<file path="src/rtl/core/utf8s_pkg.sv">
`timescale 1ns / 1ps

package utf8s_pkg;

  localparam logic [7:0] CTRL_LIMIT   = 8'h20;
  localparam logic [7:0] ASCII_LIMIT  = 8'h80;
  localparam logic [7:0] CHAR_TAB     = 8'h09;
  localparam logic [7:0] CHAR_LF      = 8'h0A;
  localparam logic [7:0] CHAR_CR      = 8'h0D;
  localparam logic [7:0] CHAR_BSLASH  = 8'h5C;
  localparam logic [7:0] CHAR_X       = 8'h78;
  localparam logic [7:0] CHAR_ZERO    = 8'h30;
  localparam logic [7:0] CHAR_UPPER_A = 8'h41;

  localparam logic [7:0] LEAD2_LO = 8'hC2;
  localparam logic [7:0] LEAD2_HI = 8'hDF;
  localparam logic [7:0] LEAD3_LO = 8'hE0;
  localparam logic [7:0] LEAD3_HI = 8'hEF;
  localparam logic [7:0] LEAD4_LO = 8'hF0;
  localparam logic [7:0] LEAD4_HI = 8'hF4;
  localparam logic [7:0] LEAD_ED  = 8'hED;

  localparam logic [7:0] CONT_LO    = 8'h80;
  localparam logic [7:0] CONT_HI    = 8'hBF;
  localparam logic [7:0] CONT_E0_LO = 8'hA0;
  localparam logic [7:0] CONT_ED_HI = 8'h9F;
  localparam logic [7:0] CONT_F0_LO = 8'h90;
  localparam logic [7:0] CONT_F4_HI = 8'h8F;

  localparam logic [7:0] REPL_B0 = 8'hEF;
  localparam logic [7:0] REPL_B1 = 8'hBF;
  localparam logic [7:0] REPL_B2 = 8'hBD;

  localparam logic [1:0] PHASE_B0 = 2'd0;
  localparam logic [1:0] PHASE_B1 = 2'd1;
  localparam logic [1:0] PHASE_B2 = 2'd2;

  localparam int unsigned TAIL_DEPTH = 4;
  localparam int unsigned MAX_REPL   = 4;

  // One decoded input item: replacements first, then up to four tail bytes.
  typedef struct packed {
    logic [2:0]      rep;
    logic [2:0]      tail_len;
    logic [3:0][7:0] tail;
    logic            replaced;
    logic            escaped;
  } run_t;

  function automatic logic [7:0] hex_digit(input logic [3:0] v);
    if (v < 4'd10) begin
      return CHAR_ZERO + {4'd0, v};
    end else begin
      return CHAR_UPPER_A + {4'd0, v} - 8'd10;
    end
  endfunction

  function automatic logic [2:0] lead_length(input logic [7:0] b);
    if (b >= LEAD2_LO && b <= LEAD2_HI) begin
      return 3'd2;
    end else if (b >= LEAD3_LO && b <= LEAD3_HI) begin
      return 3'd3;
    end else if (b >= LEAD4_LO && b <= LEAD4_HI) begin
      return 3'd4;
    end else begin
      return 3'd0;
    end
  endfunction

endpackage

</file>
<file path="src/rtl/core/utf8s_in_if.sv">
`timescale 1ns / 1ps

interface utf8s_in_if;
  logic       valid;
  logic       ready;
  logic [7:0] in_byte;
  logic       end_of_stream;

  modport source (output valid, output in_byte, output end_of_stream, input ready);
  modport sink (input valid, input in_byte, input end_of_stream, output ready);
endinterface

</file>
<file path="src/rtl/core/utf8s_out_if.sv">
`timescale 1ns / 1ps

interface utf8s_out_if;
  logic       valid;
  logic       ready;
  logic [7:0] out_byte;
  logic       last_of_run;
  logic       replaced_seen;
  logic       escaped_seen;

  modport source (output valid, output out_byte, output last_of_run,
                  output replaced_seen, output escaped_seen, input ready);
  modport sink (input valid, input out_byte, input last_of_run,
                input replaced_seen, input escaped_seen, output ready);
endinterface

</file>
<file path="src/rtl/core/utf8s_decode.sv">
`timescale 1ns / 1ps

module utf8s_decode
  import utf8s_pkg::*;
(
  input  logic       clk,
  input  logic       rst,
  input  logic       take,
  input  logic [7:0] in_byte,
  input  logic       end_of_stream,
  output run_t       run,
  output logic       run_valid
);

  logic [7:0]      lead_byte, lead_byte_next;
  logic [1:0]      held_count, held_count_next;
  logic [2:0]      expected_length, expected_length_next;
  logic [1:0][7:0] held_cont, held_cont_next;
  logic            replaced_flag, replaced_flag_next;
  logic            escaped_flag, escaped_flag_next;

  logic       held;
  logic       cont_ok;
  logic       fresh;
  logic       esc;
  logic [7:0] lo, hi;
  logic [2:0] len;

  assign held = (expected_length != 3'd0);
  assign len  = lead_length(in_byte);

  always_comb begin
    lo = CONT_LO;
    hi = CONT_HI;
    if (held_count == 2'd0) begin
      if (lead_byte == LEAD3_LO) begin
        lo = CONT_E0_LO;
      end else if (lead_byte == LEAD_ED) begin
        hi = CONT_ED_HI;
      end else if (lead_byte == LEAD4_LO) begin
        lo = CONT_F0_LO;
      end else if (lead_byte == LEAD4_HI) begin
        hi = CONT_F4_HI;
      end
    end
    cont_ok = (in_byte >= lo) && (in_byte <= hi);
  end

  always_comb begin
    lead_byte_next       = lead_byte;
    held_count_next      = held_count;
    expected_length_next = expected_length;
    held_cont_next       = held_cont;
    run                  = '0;
    fresh                = 1'b0;
    esc                  = 1'b0;

    if (end_of_stream) begin
      if (held) begin
        run.rep              = {1'b0, held_count} + 3'd1;
        lead_byte_next       = '0;
        held_count_next      = '0;
        expected_length_next = '0;
        held_cont_next       = '0;
      end
    end else if (held && cont_ok) begin
      if ({1'b0, held_count} + 3'd2 >= expected_length) begin
        run.tail[0] = lead_byte;
        run.tail[1] = held_cont[0];
        run.tail[2] = held_cont[1];
        run.tail[held_count + 2'd1] = in_byte;
        run.tail_len         = {1'b0, held_count} + 3'd2;
        lead_byte_next       = '0;
        held_count_next      = '0;
        expected_length_next = '0;
        held_cont_next       = '0;
      end else begin
        held_cont_next[held_count[0]] = in_byte;
        held_count_next = held_count + 2'd1;
      end
    end else begin
      fresh = 1'b1;
      if (held) begin
        run.rep              = {1'b0, held_count} + 3'd1;
        lead_byte_next       = '0;
        held_count_next      = '0;
        expected_length_next = '0;
        held_cont_next       = '0;
      end
    end

    if (fresh) begin
      if (in_byte < ASCII_LIMIT) begin
        if (in_byte < CTRL_LIMIT && in_byte != CHAR_TAB && in_byte != CHAR_LF &&
            in_byte != CHAR_CR) begin
          run.tail[0]  = CHAR_BSLASH;
          run.tail[1]  = CHAR_X;
          run.tail[2]  = hex_digit(in_byte[7:4]);
          run.tail[3]  = hex_digit(in_byte[3:0]);
          run.tail_len = 3'd4;
          esc          = 1'b1;
        end else begin
          run.tail[0]  = in_byte;
          run.tail_len = 3'd1;
        end
      end else if (len != 3'd0) begin
        lead_byte_next       = in_byte;
        held_count_next      = '0;
        expected_length_next = len;
      end else begin
        run.rep = run.rep + 3'd1;
      end
    end

    run.replaced       = replaced_flag | (run.rep != 3'd0);
    run.escaped        = escaped_flag | esc;
    replaced_flag_next = end_of_stream ? 1'b0 : run.replaced;
    escaped_flag_next  = end_of_stream ? 1'b0 : run.escaped;
  end

  assign run_valid = (run.rep != 3'd0) || (run.tail_len != 3'd0);

  always_ff @(posedge clk) begin
    if (rst) begin
      lead_byte       <= '0;
      held_count      <= '0;
      expected_length <= '0;
      held_cont       <= '0;
      replaced_flag   <= 1'b0;
      escaped_flag    <= 1'b0;
    end else if (take) begin
      lead_byte       <= lead_byte_next;
      held_count      <= held_count_next;
      expected_length <= expected_length_next;
      held_cont       <= held_cont_next;
      replaced_flag   <= replaced_flag_next;
      escaped_flag    <= escaped_flag_next;
    end
  end

  a_hold_bound: assert property (@(posedge clk) disable iff (rst)
    held |-> ({1'b0, held_count} + 3'd1 < expected_length) && (expected_length <= 3'd4))
    else $error("held continuation count exceeds sequence length");

  a_idle_clear: assert property (@(posedge clk) disable iff (rst)
    !held |-> (held_count == 2'd0) && (lead_byte == 8'd0))
    else $error("hold state not cleared");

  a_eos_flags: assert property (@(posedge clk) disable iff (rst)
    take && end_of_stream |=> !replaced_flag && !escaped_flag && !held)
    else $error("end of stream did not clear state");

endmodule

</file>
<file path="src/rtl/core/utf8s_serialize.sv">
`timescale 1ns / 1ps

module utf8s_serialize
  import utf8s_pkg::*;
(
  input  logic  clk,
  input  logic  rst,
  input  logic  load,
  input  run_t  run,
  output logic  slot_free,
  utf8s_out_if.source dst
);

  run_t       nxt;
  logic       nxt_valid;
  run_t       cur;
  logic       cur_valid;
  logic [2:0] rep_left;
  logic [1:0] phase;
  logic [1:0] tail_idx;

  logic is_last;
  logic cur_done;
  logic nxt_move;

  always_comb begin
    if (rep_left != 3'd0) begin
      is_last = (rep_left == 3'd1) && (phase == PHASE_B2) && (cur.tail_len == 3'd0);
    end else begin
      is_last = ({1'b0, tail_idx} + 3'd1 == cur.tail_len);
    end
  end

  always_comb begin
    if (rep_left != 3'd0) begin
      unique case (phase)
        PHASE_B0: dst.out_byte = REPL_B0;
        PHASE_B1: dst.out_byte = REPL_B1;
        PHASE_B2: dst.out_byte = REPL_B2;
        default:  dst.out_byte = REPL_B2;
      endcase
    end else begin
      dst.out_byte = cur.tail[tail_idx];
    end
  end

  assign dst.valid         = cur_valid;
  assign dst.last_of_run   = is_last;
  assign dst.replaced_seen = cur.replaced;
  assign dst.escaped_seen  = cur.escaped;

  assign cur_done  = cur_valid && dst.ready && is_last;
  assign nxt_move  = nxt_valid && (!cur_valid || cur_done);
  assign slot_free = !nxt_valid || nxt_move;

  always_ff @(posedge clk) begin
    if (rst) begin
      nxt_valid <= 1'b0;
    end else if (load) begin
      nxt_valid <= 1'b1;
    end else if (nxt_move) begin
      nxt_valid <= 1'b0;
    end
  end

  always_ff @(posedge clk) begin
    if (load) begin
      nxt <= run;
    end
  end

  always_ff @(posedge clk) begin
    if (rst) begin
      cur_valid <= 1'b0;
      rep_left  <= '0;
      phase     <= PHASE_B0;
      tail_idx  <= '0;
    end else if (nxt_move) begin
      cur_valid <= 1'b1;
      rep_left  <= nxt.rep;
      phase     <= PHASE_B0;
      tail_idx  <= '0;
    end else if (cur_done) begin
      cur_valid <= 1'b0;
    end else if (cur_valid && dst.ready) begin
      if (rep_left != 3'd0) begin
        if (phase == PHASE_B2) begin
          phase    <= PHASE_B0;
          rep_left <= rep_left - 3'd1;
        end else begin
          phase <= phase + 2'd1;
        end
      end else begin
        tail_idx <= tail_idx + 2'd1;
      end
    end
  end

  always_ff @(posedge clk) begin
    if (nxt_move) begin
      cur <= nxt;
    end
  end

  a_tail_exists: assert property (@(posedge clk) disable iff (rst)
    cur_valid && rep_left == 3'd0 |-> {1'b0, tail_idx} < cur.tail_len)
    else $error("serializer points past the end of the run");

  a_run_nonempty: assert property (@(posedge clk) disable iff (rst)
    nxt_valid |-> (nxt.rep != 3'd0 || nxt.tail_len != 3'd0) &&
                  nxt.rep <= 3'(MAX_REPL) && nxt.tail_len <= 3'(TAIL_DEPTH))
    else $error("queued run is empty or oversized");

  a_no_overrun: assert property (@(posedge clk) disable iff (rst)
    load |-> slot_free)
    else $error("run loaded while the slot is taken");

  a_cur_refill: assert property (@(posedge clk) disable iff (rst)
    nxt_valid && !cur_valid |=> cur_valid)
    else $error("queued run did not move to the output");

endmodule

</file>
<file path="src/rtl/core/utf8s_top_check.sv">
`timescale 1ns / 1ps

module utf8s_top_check (
  input logic       clk,
  input logic       rst,
  input logic       valid,
  input logic       ready,
  input logic [7:0] out_byte,
  input logic       last_of_run,
  input logic       replaced_seen,
  input logic       escaped_seen
);

  a_out_hold: assert property (@(posedge clk) disable iff (rst)
    valid && !ready |=> valid && $stable(out_byte) && $stable(last_of_run))
    else $error("stalled output item changed");

  a_flags_in_run: assert property (@(posedge clk) disable iff (rst)
    $past(valid && ready && !last_of_run) && valid |->
      replaced_seen == $past(replaced_seen) &&
      escaped_seen == $past(escaped_seen))
    else $error("flags changed inside one run");

  a_out_known: assert property (@(posedge clk) disable iff (rst)
    !$isunknown(valid) &&
    (!valid || !$isunknown({out_byte, last_of_run, replaced_seen, escaped_seen})))
    else $error("output item has unknown bits");

endmodule

</file>
<file path="src/rtl/core/utf8_sanitizer_core.sv">
`timescale 1ns / 1ps

// Channel  Direction  Payload                                            Handshake
// src      sink       in_byte[7:0], end_of_stream                        valid/ready
// dst      source     out_byte[7:0], last_of_run, replaced_seen,         valid/ready
//                     escaped_seen
//
// One input item is decoded in the cycle it is accepted; its run goes to the queued slot,
// then the current slot; bytes follow one per cycle while dst is ready, 0 to 13 per item.
// Input throughput is one item per cycle while items yield at most one byte and dst is ready.
// A two-entry run buffer lets a new item in while the previous run still drains.
// Reset is synchronous and clears the held sequence, the flags and both run slots.
// A stall on the output holds the current byte and stops input once both slots are full.

module utf8_sanitizer_core
  import utf8s_pkg::*;
(
  input logic clk,
  input logic rst,
  utf8s_in_if.sink    src,
  utf8s_out_if.source dst
);

  run_t run;
  logic run_valid;
  logic slot_free;
  logic take;

  assign src.ready = slot_free;
  assign take      = src.valid && slot_free;

  utf8s_decode u_decode (
    .clk           (clk),
    .rst           (rst),
    .take          (take),
    .in_byte       (src.in_byte),
    .end_of_stream (src.end_of_stream),
    .run           (run),
    .run_valid     (run_valid)
  );

  utf8s_serialize u_serialize (
    .clk       (clk),
    .rst       (rst),
    .load      (take && run_valid),
    .run       (run),
    .slot_free (slot_free),
    .dst       (dst)
  );

  utf8s_top_check u_check (
    .clk           (clk),
    .rst           (rst),
    .valid         (dst.valid),
    .ready         (dst.ready),
    .out_byte      (dst.out_byte),
    .last_of_run   (dst.last_of_run),
    .replaced_seen (dst.replaced_seen),
    .escaped_seen  (dst.escaped_seen)
  );

endmodule
</file>
<file path="src/flat_wrapper.sv">
// flat-port wrapper written by rule: the top's interface ports become plain ports
module utf8_sanitizer_core_flat import utf8s_pkg::*;
  (clk, rst, src_valid, src_in_byte, src_end_of_stream, src_ready, dst_valid, dst_out_byte, dst_last_of_run, dst_replaced_seen, dst_escaped_seen, dst_ready);
  utf8s_in_if src_i ();
  utf8s_out_if dst_i ();
  input logic clk;
  input logic rst;
  input wire logic [$bits(src_i.valid)-1:0] src_valid;
  input wire logic [$bits(src_i.in_byte)-1:0] src_in_byte;
  input wire logic [$bits(src_i.end_of_stream)-1:0] src_end_of_stream;
  output wire logic [$bits(src_i.ready)-1:0] src_ready;
  output wire logic [$bits(dst_i.valid)-1:0] dst_valid;
  output wire logic [$bits(dst_i.out_byte)-1:0] dst_out_byte;
  output wire logic [$bits(dst_i.last_of_run)-1:0] dst_last_of_run;
  output wire logic [$bits(dst_i.replaced_seen)-1:0] dst_replaced_seen;
  output wire logic [$bits(dst_i.escaped_seen)-1:0] dst_escaped_seen;
  input wire logic [$bits(dst_i.ready)-1:0] dst_ready;
  assign src_i.valid = src_valid;
  assign src_i.in_byte = src_in_byte;
  assign src_i.end_of_stream = src_end_of_stream;
  assign src_ready = src_i.ready;
  assign dst_valid = dst_i.valid;
  assign dst_out_byte = dst_i.out_byte;
  assign dst_last_of_run = dst_i.last_of_run;
  assign dst_replaced_seen = dst_i.replaced_seen;
  assign dst_escaped_seen = dst_i.escaped_seen;
  assign dst_i.ready = dst_ready;
  utf8_sanitizer_core u_core (.clk(clk), .rst(rst), .src(src_i), .dst(dst_i));
endmodule
</file>
<file path="config.mk">
export PLATFORM = sky130hd
export DESIGN_NAME = utf8_sanitizer_core_flat
export DESIGN_NICKNAME = d
export VERILOG_FILES = /design/src/rtl/core/utf8s_pkg.sv /design/src/rtl/core/utf8s_in_if.sv /design/src/rtl/core/utf8s_out_if.sv /design/src/rtl/core/utf8s_decode.sv /design/src/rtl/core/utf8s_serialize.sv /design/src/rtl/core/utf8s_top_check.sv /design/src/rtl/core/utf8_sanitizer_core.sv /design/src/flat_wrapper.sv
export SDC_FILE = /design/constraint.sdc
export NUM_CORES = 1
export LEC_CHECK = 0
export BUFFER_PORTS_ARGS = -buffer_cell sky130_fd_sc_hd__buf_4
export CORE_UTILIZATION = 35
export DETAILED_ROUTE_END_ITERATION = 7
export PLACE_DENSITY = 0.55
export RECOVER_POWER = 50
export SLEW_MARGIN = 40
export SYNTH_ARGS = -nofsm -noshare
export SYNTH_HDL_FRONTEND = slang
export SYNTH_SLANG_ARGS = --single-unit
</file>
<file path="constraint.sdc">
create_clock -name clk -period 5.52 [get_ports clk]
set_input_delay 1.104 -clock clk [delete_from_list [all_inputs] [get_ports clk]]
set_output_delay 1.104 -clock clk [all_outputs]
set_load 0.1 [all_outputs]
</file>
==> reports/results.ini <==
[clock_tree]
cts_sinks=117
cts_buffers=17
worstSkewPairLatency_ns=0.41
htree_levels=4
cts_tree=yes
path_clk_slew_ns=0.06
root_buffer=clkbuf_16
ctsHoldBuffers=0
cts_resized=0
post-cts-setup-buffers=0
clk_path_buf_depth=2

[yosys]
synth_top_family_by_area=compound AO/OA/AOI/OAI gates
synth_compound_area_share_pct=14.7
syn_nets=518
synth_top_area_cell=edfxtp_1
ys_warn_count=0
muxShareOfSynthArea_pct=7.09
synth_edf_count=77
synthSimpleGateAreaFrac_pct=12.8
synth_top_cell_area_share_pct=40.8
synth_area_um2=5670
ys_seq_area_share_pct=54.9
synthTopCellsByArea=edfxtp_1, dfxtp_1, ha_1, mux2i_1, mux4_2
ys_ff_latch=117
synth.distinct_cells=67
synthFlopType=edfxtp_1
synth_xor_area_share_pct=0.927
yosys.area_share.adder_pct=5.74
syn_avg_cell_area_um2=11.8
synth-async-reset-ratio_pct=0
synth_cells=479

[critical_path]
crit_end=u_core.u_decode.held_cont[2]$_SDFFE_PP0P_
critPathLaunch=u_core.u_decode.held_count[0]$_SDFFE_PP0P_
r2r_cells=14
path_class=reg -> reg
timing.rr.end=u_core.u_decode.held_cont[2]$_SDFFE_PP0P_
r2r_setup_slack_ns=0.83
end_kind=flop
worstPathRequired_ns=5.86
cp-start-kind=flop
crit_fanout=16
cp.arrival_ns=5.02
reg2reg_from=u_core.u_decode.held_count[0]$_SDFFE_PP0P_

[die]
row_count=46
dieHeight_um=129
initial_core_util_pct=35.8
io_pins=26
die_w_um=129
fp.coreArea_um2=15800
die-area_um2=16700

[timing]
fin_worst_skew_ns=0.0125
setup_viol=0
drv_slew=43
whs_ns=0.414
fmax_mhz=213
fin_ws_ns=0.832
setup_tns_ns=0
maxSlewHeadroom_pct=-43.2
post-route-min-period_ns=4.69
tightest_slew_ns=2.15
period_share_pct=84.9
grt_setup_unrepaired=false
hold_viol=0

[run]
maxCapViolCount=1

[run_status]
status=finished, violations left
failed_checks=capacitance limit, slew limit

[finish]
layout-area-overhead-vs-synth_pct=15.6
final_net_count=540
drive_gt1_share_pct=14.4
antennaDiodeCount=0
finalNonFillerCells=730

[detailed_routing]
drc_errors=0
drt-total-wl_um=13000
first_pass_iters=5
drtIter0Drc=325
drtAntennaViolNets=0
vias=3918
wl_per_cell_um=17.9
via_per_inst=5.37

[worst_hold_path]
holdPathStages=0
hold_class=reg -> reg

[placement]
place.gp.congestion=0.885
hpwlAfterDp_um=9080
dp_slack_ns=1.11
port_buffers=25
placedCellCount=697

[global_routing]
grt_usage_pct=16.5
grt_pass1_vias=3691
use_met3_pct=3.96
met1_usage_pct=23.0
antenna_found_initial=0
use_met2_pct=25.1
grt_pass1_wl_um=20500
grt_max_degree=43
grt_busiest_layer=met2
grt_overflow=0

[pwr]
leakage_nw=2.34
p_per_area_nw_per_um2=331
vdd_drop_max_uv=171
p_total_mw=2.17

==> how the worst min path moves through the flow <==
stage / start / endpoint / slack (ns)
finish: u_core.u_serialize.nxt[14]$_DFFE_PP_ / u_core.u_serialize.cur[14]$_DFFE_PP_ / 0.41
global route: u_core.u_serialize.nxt[35]$_DFFE_PP_ / u_core.u_serialize.cur[35]$_DFFE_PP_ / 0.42
CTS: u_core.u_serialize.nxt[14]$_DFFE_PP_ / u_core.u_serialize.cur[14]$_DFFE_PP_ / 0.42
detailed placement: u_core.u_serialize.nxt[30]$_DFFE_PP_ / u_core.u_serialize.cur[30]$_DFFE_PP_ / 0.41
global placement: u_core.u_serialize.nxt[19]$_DFFE_PP_ / u_core.u_serialize.cur[19]$_DFFE_PP_ / 0.41
floorplan: u_core.u_serialize.nxt[10]$_DFFE_PP_ / u_core.u_serialize.cur[10]$_DFFE_PP_ / 0.40
==> kinds of logic after synthesis <==
kind of cell | after synthesis
compound gates | 115
xor+xnor | 6
fa+ha+maj | 26
buf+inv | 46
flops | 117
mux | 30
simple gates | 139
==> cell usage in the layout (no fill, tap or decap), types with 4 or more instances in the layout <==
| cell | n |
|---|---|
| ha_1 | 26 |
| nor3_1 | 10 |
| inv_1 | 16 |
| o21ai_0 | 17 |
| a32oi_1 | 12 |
| nand4_1 | 6 |
| o21a_1 | 4 |
| xnor2_1 | 4 |
| nand2_1 | 29 |
| clkbuf_1 | 13 |
| mux4_2 | 8 |
| and3_1 | 4 |
| a211oi_1 | 5 |
| mux2i_1 | 21 |
| clkinv_4 | 4 |
| nand2b_1 | 9 |
| dfxtp_1 | 40 |
| clkbuf_16 | 17 |
| or2_2 | 4 |
| a22o_1 | 6 |
| nand3_1 | 6 |
| a21o_1 | 5 |
| nor2_1 | 43 |
| buf_4 | 19 |
| a21oi_1 | 28 |
| edfxtp_1 | 77 |
| or3_1 | 5 |
| a221o_1 | 4 |
==> worst max-delay path: stages (launching register included) <==
cell	delay, ns
dfxtp_1	0.53
clkinv_1	0.10
buf_4	0.20
ha_1	0.17
nand4_1	0.11
nor4_1	0.38
nand2_1	0.12
ha_1	0.32
nor3b_1	0.24
a311oi_1	0.23
or4_1	0.72
nor4_1	0.93
buf_4	0.32
a32oi_1	0.11
nor2_1	0.13
==> metrics by stage <==
step | utilization (%) | instance area [um2]
after detailed placement | 38.2 | 6050
final | 41.4 | 6550
after CTS | 41.7 | 6600
after floorplan | - | 5670
after global placement | 38.2 | 6040
after global routing | 41.4 | 6550
==> layout make-up <==
| class | count | area, um2 |
|---|---|---|
| tap | 216 | 270 |
| clock inverter | 15 | 133 |
| sequential | 117 | 3110 |
| fill | 1491 | 9280 |
| multi-input combinational | 316 | 2350 |
| timing repair buffer | 32 | 191 |
| clock buffer | 17 | 425 |
| inverter | 17 | 63.8 |
==> sequential cells by signal (all words and copies together) (netlist names) <==
register and flops:
u_core.u_serialize.tail_idx 2, u_core.u_decode.lead_byte 8, u_core.u_serialize.cur 35, u_core.u_decode.held_count 2
u_core.u_serialize.dst.valid 1, u_core.u_serialize.dst.escaped_seen 1, u_core.u_decode.replaced_flag 1, u_core.u_serialize.dst.replaced_seen 1
u_core.u_decode.held_cont 16, u_core.u_serialize.nxt_valid 1, u_core.u_serialize.rep_left 3, u_core.u_decode.expected_length 3
u_core.u_serialize.nxt 40, u_core.u_decode.escaped_flag 1, u_core.u_serialize.phase 2
==> metal layers <==
metal,vias to the layer above,share of wire [%]
met3,14,4.8
li1,1864,-
met2,123,45
met1,1917,49
met4,0,1.3
met5,-,0
==> power by group <==
part	switching, mW	internal, mW	leakage [nW]	total, mW
Combinational	0.137	0.0438	0.996	0.181
Clock	0.399	0.620	0.267	1.02
Sequential	0.00966	0.960	1.08	0.969
Total	0.546	1.62	2.34	2.17
==> cell usage after synthesis, drive strengths merged, types with 5 or more instances <==
| cell | instances |
|---|---|
| a211oi | 5 |
| o21ai | 17 |
| inv | 16 |
| or3 | 6 |
| nor2 | 44 |
| nand4 | 6 |
| buf | 12 |
| dfxtp | 40 |
| nor3 | 11 |
| a22o | 6 |
| a32oi | 12 |
| nand2b | 9 |
| mux4 | 8 |
| ha | 26 |
| a21oi | 29 |
| edfxtp | 77 |
| mux2i | 21 |
| a21o | 5 |
| nand3 | 6 |
| clkbuf | 17 |
| nand2 | 29 |
No activity file was read; power rests on OpenSTA's default activity.
